--- src/design/rbcef_pkg.sv ---
// ---------------------------------------------------------------------------
// rbcef_pkg
// Shared constants and types of the ring buffer comb / echo filter.
// ---------------------------------------------------------------------------
`default_nettype none

package rbcef_pkg;

    localparam int DEF_MAX_DELAY    = 65536;
    localparam int DEF_SAMPLE_WIDTH = 16;

    localparam int GAIN_W    = 16;
    localparam int GAIN_FRAC = 15;
    localparam int LEN_W     = 17;
    localparam int MODE_W    = 2;

    localparam int APB_AW = 4;
    localparam int APB_DW = 32;

    // register indexes (byte address / 4)
    localparam logic [1:0] REG_MODE  = 2'd0;
    localparam logic [1:0] REG_GAIN  = 2'd1;
    localparam logic [1:0] REG_DELAY = 2'd2;

    typedef enum logic [MODE_W-1:0] {
        MODE_FF  = 2'd0,
        MODE_FB  = 2'd1,
        MODE_WET = 2'd2
    } mode_t;

    localparam logic [MODE_W-1:0] MODE_RST  = MODE_FF;
    localparam logic [GAIN_W-1:0] GAIN_RST  = 16'd29491;
    localparam logic [LEN_W-1:0]  DELAY_RST = 17'd1;

endpackage

`default_nettype wire

--- src/design/rbcef_regs.sv ---
// ---------------------------------------------------------------------------
// rbcef_regs
// APB register file: filter mode, gain and delay length.
// ---------------------------------------------------------------------------
`default_nettype none

module rbcef_regs
    import rbcef_pkg::*;
(
    input  wire logic                clk,
    input  wire logic                rst_n,
    input  wire logic                psel,
    input  wire logic                penable,
    input  wire logic                pwrite,
    input  wire logic [APB_AW-1:0]   paddr,
    input  wire logic [APB_DW-1:0]   pwdata,
    output logic      [APB_DW-1:0]   prdata,
    output logic                     pready,
    output logic      [MODE_W-1:0]   filter_mode,
    output logic      [GAIN_W-1:0]   gain,
    output logic      [LEN_W-1:0]    delay_length
);

    logic [MODE_W-1:0] mode_reg;
    logic [GAIN_W-1:0] gain_reg;
    logic [LEN_W-1:0]  delay_reg;
    logic              wr_req;
    logic [1:0]        reg_idx;

    assign pready  = 1'b1;
    assign wr_req  = psel && penable && pwrite && pready;
    assign reg_idx = paddr[3:2];

    always_ff @(posedge clk or negedge rst_n)
    begin
        if (!rst_n)
        begin
            mode_reg  <= MODE_RST;
            gain_reg  <= GAIN_RST;
            delay_reg <= DELAY_RST;
        end
        else if (wr_req)
        begin
            unique case (reg_idx)
                REG_MODE:  mode_reg  <= pwdata[MODE_W-1:0];
                REG_GAIN:  gain_reg  <= pwdata[GAIN_W-1:0];
                REG_DELAY: delay_reg <= pwdata[LEN_W-1:0];
                default:   ;
            endcase
        end
    end

    always_comb
    begin
        unique case (reg_idx)
            REG_MODE:  prdata = {{(APB_DW-MODE_W){1'b0}}, mode_reg};
            REG_GAIN:  prdata = {{(APB_DW-GAIN_W){gain_reg[GAIN_W-1]}}, gain_reg};
            REG_DELAY: prdata = {{(APB_DW-LEN_W){1'b0}}, delay_reg};
            default:   prdata = '0;
        endcase
    end

    assign filter_mode  = mode_reg;
    assign gain         = gain_reg;
    assign delay_length = delay_reg;

endmodule

`default_nettype wire

--- config.mk ---
export PLATFORM = sky130hd
export DESIGN_NAME = rbcef_regs
export DESIGN_NICKNAME = d
export VERILOG_FILES = /design/src/design/rbcef_pkg.sv /design/src/design/rbcef_regs.sv
export SDC_FILE = /design/constraint.sdc
export NUM_CORES = 1
export LEC_CHECK = 0
export BUFFER_PORTS_ARGS = -buffer_cell sky130_fd_sc_hd__buf_2
export CORE_AREA = 2 2 65 67
export DETAILED_ROUTE_END_ITERATION = 10
export DIE_AREA = 0 0 67 69
export GPL_ROUTABILITY_DRIVEN = 1
export GPL_TIMING_DRIVEN = 0
export PLACE_DENSITY = 0.82
export SETUP_SLACK_MARGIN = 0.02
export SYNTH_ARGS = -nofsm -noshare
export SYNTH_HDL_FRONTEND = slang
export SYNTH_SLANG_ARGS = --single-unit
--- constraint.sdc ---
create_clock -name clk -period 2.66 [get_ports clk]
set_clock_uncertainty 0.2 [all_clocks]
set_input_delay 0.399 -clock clk [delete_from_list [all_inputs] [get_ports clk]]
set_output_delay 0.399 -clock clk [all_outputs]
set_load 0.01 [all_outputs]
After elaboration in Yosys (flattened, before gate mapping)
Index checks and enable logic that the tools add are counted.

Output and inout port bits: 68. Input bits: 41. Word-level logic and storage cells: 12. Register bits after elaboration: 35.

Mux-type cells: 1. Eq/ne operators: 2. Reduce and logical (&&, ||, !) cells: 6.

Operator list (number): one-hot mux 32 bit (3 select lines) (1); AND reduction 2 bit (3); equality test 2 x 1 -> 1 bit, second input constant (1); equality test 2 bit, second input constant (1); logical AND 1 bit (2); logical NOT 2 bit (1).

Depth between registers and ports, before layout
Depth after elaboration: 3. Mapped depth: 6. Mapped depth without buffers: 3.

Worst setup path after synthesis
OpenSTA, ideal clock, no wires.

Path type: input -> output. From: input port paddr[3]. To: output port prdata[18]. Stages on the path: 5. Arrival: 1506 ps. Buffers on the path: 3. Data required time: 2061 ps. Slack: 555 ps. Cells stage by stage: buf_4 nor2b_1 clkbuf_1 and2_1 buf_4.

Cells in the longest elaborated chain, start to end: 2. Elaborated cells on any way between the ends: 4. Classes of those cells: eq/ne (2); mux (1); reduce/logical (1).

RTL lines: from (decl) (line rbcef_regs.sv:15) `input wire logic [APB_AW-1:0] paddr,`; equality test 2 bit, or another cell as far along (line rbcef_regs.sv:55) `unique case (reg_idx)`; one-hot mux 32 bit (3 select lines) * (line rbcef_regs.sv:55); to (decl) (line rbcef_regs.sv:17) `output logic [APB_DW-1:0] prdata,`.

Every way passes the cells marked *; elsewhere a longest branch is shown, timed or not.

Worst setup path in the final report
From: input port paddr[2]. To: output port prdata[22].

The elaborated chain is that of the path after synthesis.

==> results.tsv <==
metric	value	unit
post-layout min period	2.45	ns
worst hold slack	0.148	ns
Hold Crit Depth	2	
Synth Area per Inst	14.1	um^2
P_leak	1.24	nW
GP Congestion	0.787	
Starting Density	43.1	%
dpl cells	259	
number of flops mapped to enable cells by yosys	0	
Final Hold Vio Count	0	
most frequent cell on the critical path	buf_2	
DP Wirelength	2820	um
Antenna diodes	0	
clk sinks	35	
cell count after synthesis	120	
RSZ-0062 raised after global routing	false	
final WL	3790	um
CTS Buffer Depth	2	
DIE AREA	4620	um^2
critical path type	primary input to output pin	
Achievable Freq	0.408	GHz
CTS resizes	0	
reg2reg setup slack	1.67	ns
status	completed	
Top Ports	109	
Yosys top cell area share	37.1	%
layout net count	258	
DRT Pass-1 Iters	2	
H-tree Lvls	2	
crit path buf inv count	4	
CP Launch Type	primary input	
Synth Net Count	161	
Fillers	348	
synth-to-layout area growth	37.7	%
Yosys cell types	19	
multi-input logic area	638	um^2
core area	3910	um^2
Levels on crit path	6	
Post-synth top flop	dfrtp_1	
final setup vio count	0	
Cell Area, Placed	2190	um^2
DRT antenna net count	0	
YS warnings	0	
Crit path max-delay family	buffers and inverters	
Hold Path Class	primary input to flip-flop	
Pwr Total	1.78	mW
initial DRC count	32	
first-pass GRT wire length	6220	um
via count	1301	
Max-Cap Viols	0	
relative slew slack	50.1	%
setup TNS	0	ns
post-route worst setup slack	0.210	ns
Worst Tran Pin Value	0.749	ns
register area	888	um^2
clk root buf	clkbuf_8	
Via density	4.85	
Setup WS pre-CTS	0.204	ns
largest net degree at the start of global routing	36	
initial antenna violation count	0	
final cell count without fillers	268	
share of layout cells above drive strength 1	76.1	%
area of the mapped netlist	1690	um^2
Synth Register Bits	35	
die width	67	um
Max stage delay on crit path	0.56	ns
routed wire length per instance	14.2	um
TritonCTS clock tree	done	
CP Max Fanout	17	
final worst-path cycle share	92.1	%
top post-synthesis cells by count	mux2_2 (35), dfrtp_1 (25), buf_4 (16)	
Tot GR Track Use	17.8	%
Async SR Flop Fraction	100	%
Synth area leader	dfrtp_1	
cell area power density	765	nW/um^2
count of pins over their slew limit	0	
worst reg2reg path depth	1	
Clock transition at path regs	0.07	ns
crit end category	output pin	
vias in the first global route	1331	
Post-Layout Inst Area	2320	um^2
CTS Buf Count	5	
Worst EP arrival	1.85	ns
Max VDD drop	0.000448	V
Port Buf Inserts	89	
slowest stage cell, crit path	and2_1	
max FFs per register	17	
sequential area share after synthesis	52.7	%
remaining global-route overflow	0	
DRC	0	
Site Rows	23	
Critical Path RT	2.06	ns
clock latency on the worst-skew pair	0.28	ns
largest cells by area after synthesis	dfrtp_1 (37%), mux2_2 (23%), dfstp_2 (16%)	
most common cell in the netlist	mux2_2	
die height	69	um
CP Cell Sequence	buf_2 > nor2b_1 > clkbuf_1 > and2_1 > buf_4 > buf_2	
final core occ	59.3	%
==> layer usage <==
layer / track usage, % / vias to the layer above / wire length [um]
li1: - / 609 / -
met1: 21.9 / 635 / 1580
met2: 28.4 / 51 / 1900
met3: 6.20 / 6 / 266
met4: 6.35 / 0 / 48
met5: 0 / - / 0
==> worst paths after layout <==
| path | startpoint | end |
|---|---|---|
| worst max register to register | delay_length[12]$_DFFE_PN0P_ | delay_length[12]$_DFFE_PN0P_ |
| max in group asynchronous | rst_n | delay_length[14]$_DFFE_PN0P_ |
| worst max-delay path | paddr[2] | prdata[22] |
| worst min-delay path | pwdata[16] | delay_length[16]$_DFFE_PN0P_ |
| worst min register to register | gain[15]$_DFFE_PN0P_ | gain[15]$_DFFE_PN0P_ |
| min in group asynchronous | rst_n | delay_length[10]$_DFFE_PN0P_ |
==> placed cells by master (no fill, tap or decap), types with 2 or more instances in the layout <==
cell type | netlist | layout
buf_2 | 2 | 91
mux2_2 | 35 | 35
dfrtp_1 | 25 | 25
buf_4 | 16 | 16
a22o_1 | 13 | 13
dfstp_2 | 10 | 10
clkbuf_8 | 0 | 6
nor2b_1 | 2 | 2
mux2i_1 | 2 | 2
nand2_1 | 2 | 2
o21ai_0 | 2 | 2
a21o_1 | 2 | 2
nor3b_4 | 2 | 2
==> layout make-up <==
type                            instances  area share, %
Sequential cell                        35           38.3
Multi-Input combinational cell         64           27.5
Timing Repair Buffer                   90           19.6
Buffer                                 21           6.90
Clock buffer                            6           3.56
Tap cell                               50           2.69
Clock inverter                          2           1.51
==> logic make-up (layout without fill, tap and decap cells) <==
family / count (synthesis) / count (layout) / share of synthesized area [%]
AOI/OAI and AO/OA: 17 / 17 / 8.23
buffers and inverters: 21 / 119 / 9.50
DFF: 35 / 35 / 52.7
muxes: 37 / 37 / 24.6
other: 1 / 1 / 0.222
and+or+nand+nor: 9 / 9 / 4.82
==> timing repair <==
item,in CTS,in global routing
hold buffers,1,0
buffers inserted,0,0
endpoints found under the hold margin,2,0
==> power breakdown <==
part / internal [mW] / leakage (nW) / switching [mW]
combinational: 0.277 / 0.766 / 0.238
sequential: 0.683 / 0.411 / 0.0904
clock: 0.303 / 0.0612 / 0.184
total: 1.26 / 1.24 / 0.512
Power figures use the tool's default switching activity.
