<file path="config.mk">
export PLATFORM = sky130hd
export DESIGN_NAME = rbcef_arith
export DESIGN_NICKNAME = d
export VERILOG_FILES = /design/src/design/rbcef_pkg.sv /design/src/design/rbcef_arith.sv
export SDC_FILE = /design/constraint.sdc
export NUM_CORES = 1
export LEC_CHECK = 0
export BUFFER_PORTS_ARGS = -buffer_cell sky130_fd_sc_hd__buf_2
export CORE_UTILIZATION = 30
export CTS_CLUSTER_SIZE = 28
export DETAILED_ROUTE_END_ITERATION = 10
export PLACE_DENSITY = 0.49
export SETUP_SLACK_MARGIN = 0.02
export SLEW_MARGIN = 20
export SYNTH_ARGS = -nofsm -noshare
export SYNTH_HDL_FRONTEND = slang
export SYNTH_SLANG_ARGS = --single-unit
</file>
<file path="constraint.sdc">
create_clock -name clk -period 11.25 [get_ports clk]
set_input_delay 0.5625 -clock clk [delete_from_list [all_inputs] [get_ports clk]]
set_output_delay 0.5625 -clock clk [all_outputs]
set_load 0.05 [all_outputs]
</file>
<file path="src/design/rbcef_pkg.sv">
// ---------------------------------------------------------------------------
// rbcef_pkg
// Shared constants and types of the ring buffer comb / echo filter.
// ---------------------------------------------------------------------------
`default_nettype none

package rbcef_pkg;

    localparam int DEF_MAX_DELAY    = 65536;
    localparam int DEF_SAMPLE_WIDTH = 16;

    localparam int GAIN_W    = 16;
    localparam int GAIN_FRAC = 15;
    localparam int LEN_W     = 17;
    localparam int MODE_W    = 2;

    localparam int APB_AW = 4;
    localparam int APB_DW = 32;

    // register indexes (byte address / 4)
    localparam logic [1:0] REG_MODE  = 2'd0;
    localparam logic [1:0] REG_GAIN  = 2'd1;
    localparam logic [1:0] REG_DELAY = 2'd2;

    typedef enum logic [MODE_W-1:0] {
        MODE_FF  = 2'd0,
        MODE_FB  = 2'd1,
        MODE_WET = 2'd2
    } mode_t;

    localparam logic [MODE_W-1:0] MODE_RST  = MODE_FF;
    localparam logic [GAIN_W-1:0] GAIN_RST  = 16'd29491;
    localparam logic [LEN_W-1:0]  DELAY_RST = 17'd1;

endpackage

`default_nettype wire

</file>
<file path="src/design/rbcef_arith.sv">
// ---------------------------------------------------------------------------
// rbcef_arith
// Gain multiply stage, saturating sum, mode select and output registers.
// ---------------------------------------------------------------------------
`default_nettype none

module rbcef_arith
    import rbcef_pkg::*;
#(
    parameter int MAX_DELAY    = DEF_MAX_DELAY,
    parameter int SAMPLE_WIDTH = DEF_SAMPLE_WIDTH,
    localparam int AW = (MAX_DELAY > 1) ? $clog2(MAX_DELAY) : 1
)
(
    input  wire logic                    clk,
    input  wire logic                    accept,
    input  wire logic                    advance,
    input  wire logic [SAMPLE_WIDTH-1:0] in_sample,
    input  wire logic [MODE_W-1:0]       filter_mode,
    input  wire logic [GAIN_W-1:0]       gain,
    input  wire logic [SAMPLE_WIDTH-1:0] delayed,
    input  wire logic [AW-1:0]           s1_addr,
    output logic      [AW-1:0]           wr_addr,
    output logic      [SAMPLE_WIDTH-1:0] wr_data,
    output logic      [SAMPLE_WIDTH-1:0] out_sample,
    output logic                         clipped
);

    localparam int W  = SAMPLE_WIDTH;
    localparam int PW = W + GAIN_W;
    localparam logic [W-1:0] SMP_MAX = {1'b0, {(W-1){1'b1}}};
    localparam logic [W-1:0] SMP_MIN = {1'b1, {(W-1){1'b0}}};

    logic [W-1:0]         x_s1_reg;
    logic [W-1:0]         x_s2_reg;
    logic [W-1:0]         d_s2_reg;
    logic [W:0]           prod_s2_reg;
    logic [AW-1:0]        addr_s2_reg;
    logic [W-1:0]         out_reg;
    logic                 clip_reg;

    logic signed [PW-1:0] prod_full;
    logic signed [PW-1:0] prod_shr;
    logic [W+1:0]         sum;
    logic                 ovf;
    logic [W-1:0]         sat_val;
    logic [W-1:0]         y;
    logic [W-1:0]         st;

    assign prod_full = $signed(gain) * $signed(delayed);
    assign prod_shr  = prod_full >>> GAIN_FRAC;

    always_ff @(posedge clk)
    begin
        if (accept)
            x_s1_reg <= in_sample;
        if (advance)
        begin
            x_s2_reg    <= x_s1_reg;
            d_s2_reg    <= delayed;
            prod_s2_reg <= prod_shr[W:0];
            addr_s2_reg <= s1_addr;
            out_reg     <= y;
            clip_reg    <= ovf;
        end
    end

    always_comb
    begin
        sum = {{2{x_s2_reg[W-1]}}, x_s2_reg} + {prod_s2_reg[W], prod_s2_reg};
        ovf = !((sum[W+1:W-1] == 3'b000) || (sum[W+1:W-1] == 3'b111));
        if (!ovf)
            sat_val = sum[W-1:0];
        else if (sum[W+1])
            sat_val = SMP_MIN;
        else
            sat_val = SMP_MAX;

        case (filter_mode)
            MODE_FB:
            begin
                y  = sat_val;
                st = sat_val;
            end
            MODE_WET:
            begin
                y  = d_s2_reg;
                st = sat_val;
            end
            default:
            begin
                y  = sat_val;
                st = x_s2_reg;
            end
        endcase
    end

    assign wr_addr    = addr_s2_reg;
    assign wr_data    = st;
    assign out_sample = out_reg;
    assign clipped    = clip_reg;

endmodule

`default_nettype wire

</file>
; Word-level counts from Yosys, hierarchy flattened
; Index checks and enable logic that the tools add are counted.
[totals]
register_bits = 98
latchBits = 0
mem_bits_rw = 0
romBits = 0
input_bits = 69
out_inout_bits = 49
wordCells = 20
mem_count = 0
[op_classes]
add_sub_neg = 1
n_mul = 1
div_mod_pow = 0
order_cmp = 0
eq_ne = 3
shift = 0
muxes = 4
bitwise = 0
n_reduce_logical = 4
[ops]
columns = op, n
row1 = 2-to-1 mux 16 bit, 4
row2 = multiplier 16 x 16 -> 32 bit, 1
row3 = adder 16 x 17 -> 18 bit, 1
row4 = "== test 3 bit, second input constant", 1
row5 = zero test 3 bit, 1
row6 = "== test 2 x 1 -> 1 bit, second input constant", 1
row7 = "== test 2 bit, second input constant", 1
row8 = OR reduction 2 bit, 1
row9 = zero test 1 bit, 1
row10 = logical OR 1 bit, 1

; Depth between registers and ports, before layout
[depth]
word_depth = 5
mapped_depth = 23

; Least setup slack after synthesis
; Ideal clock, no wire load.
[synth_path]
path_type = input -> register
from = input port gain[15]
to = register prod_s2_reg[14], data pin
t_arrival_ns = 5.893
t_required_ns = 10.992
path_slack_ns = 5.100
path_stages = 19
path_buffers = 1
cell_sequence = clkbuf_1 > nand2_1 > inv_1 > fa_1 > fa_1 > inv_1 > fa_1 > fa_1 > fa_1 > fa_1 > inv_1 > ha_1 > nand2_1 > or3_1 > o22a_1 > and2_1 > o211ai_1 > a21oi_1 > xnor2_1
[synth_via]
elab_chain_len = 1
[synth_rtl]
columns = item, line_no
row1 = start: declaration, rbcef_arith.sv:20  ; input wire logic [GAIN_W-1:0] gain,
row2 = multiplier 16 x 16 -> 32 bit, rbcef_arith.sv:50  ; assign prod_full = $signed(gain) * $signed(delayed);
row3 = named net prod_full[29], rbcef_arith.sv:42  ; logic signed [PW-1:0] prod_full;
row4 = end signal: assignment, rbcef_arith.sv:61  ; prod_s2_reg <= prod_shr[W:0];
row5 = end: declaration, rbcef_arith.sv:37  ; logic [W:0] prod_s2_reg;
; The timed path passes the listed nets, and every way through them passes these cells.
; A chain may end at the register's enable or synchronous reset.

; Worst setup path after layout
[layout_path]
from = input port delayed[1]
to = register prod_s2_reg[16], data pin
[layout_via]
elab_chain_len = 1
[layout_rtl]
columns = item, line_no
row1 = start: declaration, rbcef_arith.sv:21  ; input wire logic [SAMPLE_WIDTH-1:0] delayed,
row2 = multiplier 16 x 16 -> 32 bit, rbcef_arith.sv:50
row3 = named net prod_full[31], rbcef_arith.sv:42
; The timed path passes the listed nets, and every way through them passes these cells.

==> results.cfg <==
[grt]
track_usage = 0.154
grt_pass1_wl_mm = 55.7
grt_max_degree = 83
grt_pass1_vias = 10251
grt_antenna_before_repair = 0
overflow = 0

[hold_path]
hold_path.class = in2reg

[placed_design]
dp_slack_ns = 4.54
place.port_buffers = 117
gp_congestion = 0.822
dp_hpwl_mm = 27.3

[worst_setup_path]
crit_fanout = 17
worstSetupPathType = in2reg
crit_chain = buf_2 > nand2_1 > inv_1 > fa_1 > fa_1 > inv_1 > fa_1 > fa_1 > fa_1 > fa_1 > inv_1 > ha_1 > nand2_1 > or3_1 > o22a_1 > and2_1 > o211a_1 > o21bai_1 > xnor2_1
cp_slowest_stage_delay_ns = 0.86
cp_data_arrival_time_ns = 6.42
startpoint_type = input pin
cpMaxStageDelayCell = fa_1
crit_path_frequent_cell = fa_1
critical_path_required_ns = 11.35
end_kind = flop

[synthesis]
syn-cell-area_um2 = 13900
synth_edf_count = 98
synthCells = 1353
syn_nets = 1781
syn_avg_cell_area_um2 = 10.3
synth-main-ff-cell = edfxtp_1
async_reset_ff_frac = 0
synth_cell_types = 51
synth_top_area_share = 0.378
ys_seq_elements = 98
synth.area.top_cells = fa_1 38%, edfxtp_1 21%, inv_1 8.8%, ha_1 8.7%, and2_1 5.4%
seq_area_frac_synth = 0.212
yosysWarningCount = 0
synth_top_cell_by_area = fa_1

[clocking]
postCtsResizedCells = 0
clk_pin_slew_ns = 0.08
cts_inserted_buffers = 9
cts_hold_buf = 0
tritoncts = done
clk_path_buf_depth = 2
clock_latency_ns = 0.36
cts.sinks = 98
cts_setup_buffers = 0
root_buffer = clkbuf_16
cts_max_level = 3

[sta]
period_minus_slack_ns = 6.32
relSlewSlack = 0.396
slew_viol_final = 0
worst_slew_pin_slew_ns = 0.905
post-route-period-util = 0.562
whs_ns = 0.372
finalSetupTns_ns = 0
rsz0062_at_grt = false
clock.fmax_mhz = 158
finalHoldViolations = 0
finClkSkew_ns = 0.0101
setup_viol = 0
fin_ws_ns = 4.93

[cells_and_area]
nets = 1862
antennaDiodeCount = 0
fillerInstances = 4708
layout.area.seq_um2 = 2940
fin_util = 0.337
area_growth_pct = 10.4
drive_gt1_frac = 0.101
largest_register_ffs = 17
multiInputGateArea_um2 = 9510

[routing]
ant_nets = 0
dr.pass1.iters = 5
drtIter0Drc = 443
drc_errors = 0
vias = 9352
viasPerCell = 4.59
drt_wl_total_mm = 34.4
post_drt_wl_per_cell_um = 16.9

[status]
outcome = complete, no violations

[floorplanning]
coreArea_um2 = 45500
dieArea_um2 = 47200
floorplan.initialDensity = 0.305
ios = 118
die_w_um = 217
rows = 78
fp.dieH_um = 217

[job]
cap_violations = 0
-- through the flow --
step	instances	cell area, µm²
6_report	2039	15300
5_1_grt	2039	15300
4_1_cts	2039	15300
3_5_place_dp	2023	15000
3_3_place_gp	2023	15000
2_1_floorplan	1353	13900
-- cell usage after synthesis (4+ instances only) --
master    instances
buf_6             4
nand2b_1         11
a21o_1            9
o21a_1            6
xor2_1           15
xnor2_1          25
and2_1          119
edfxtp_1         98
nor2_1           50
a21oi_1          25
nand4_1           4
o21ai_0          16
ha_1             97
nand3_1           4
fa_1            262
buf_2             5
inv_1           324
nand2_1         141
o211ai_1         21
clkbuf_1         39
a41oi_1          30
nor3_1            8
-- cells by family (layout without fill, tap and decap cells) --
group                      count (synthesis)  count (layout)  share of synthesized area
DFF                                       98              98                      0.212
buffers and inverters                    372             458                      0.103
xor gates and xnor gates                  40              40                     0.0252
adders and majority gates                359             359                      0.465
muxes                                      3               3                    0.00234
AOI/OAI and AO/OA                        131             131                     0.0694
and+or+nand+nor                          350             350                      0.123
-- final timing paths --
| path | depth (start not counted) | slack (ns) | from | to |
|---|---|---|---|---|
| min reg2reg | 0 | 0.42 | x_s1_reg[5] | x_s2_reg[5] |
| max | 19 | 4.93 | delayed[1] | prod_s2_reg[16] |
| max reg2reg | 11 | 7.74 | x_s2_reg[0] | out_sample[6] |
| min | 1 | 0.37 | s1_addr[10] | wr_addr[10] |
-- critical path, delay by kind of cell --
family,cells,cell delay (ns)
buffers and inverters,4,0.68
XOR/XNOR,1,0.09
AND/OR/NAND/NOR,4,0.77
adder cells (fa/ha/maj),7,3.72
AO/OA/AOI/OAI,3,0.59
-- cell type report --
class / count / area share
multi-input combinational: 883 / 0.621
sequential: 98 / 0.192
inverter: 324 / 0.0794
tap: 600 / 0.0490
timing repair buffer: 118 / 0.0391
clock buffer: 9 / 0.0147
clock inverter: 7 / 0.00514
-- layout by cell type, fill, tap and decap left out, drive strengths merged, types with 11 or more instances in the layout --
| cell | instances |
|---|---|
| a21oi | 25 |
| a41oi | 30 |
| and2 | 119 |
| buf | 118 |
| edfxtp | 98 |
| fa | 262 |
| ha | 97 |
| inv | 327 |
| nand2 | 142 |
| nand2b | 11 |
| nor2 | 50 |
| o211ai | 22 |
| o21ai | 19 |
| xnor2 | 25 |
| xor2 | 15 |
-- metal layers --
layer / vias to the layer above / global-route usage / share of wire
met3: 40 / 0.00992 / 0.024
met4: 0 / 0.0453 / 0.023
li1: 4341 / - / -
met5: - / 0 / 0
met2: 152 / 0.272 / 0.51
met1: 4819 / 0.202 / 0.44
Power is left out: the tool's default activity adds up to more than one toggle a clock period on the data nets, which glitch-free logic cannot reach.
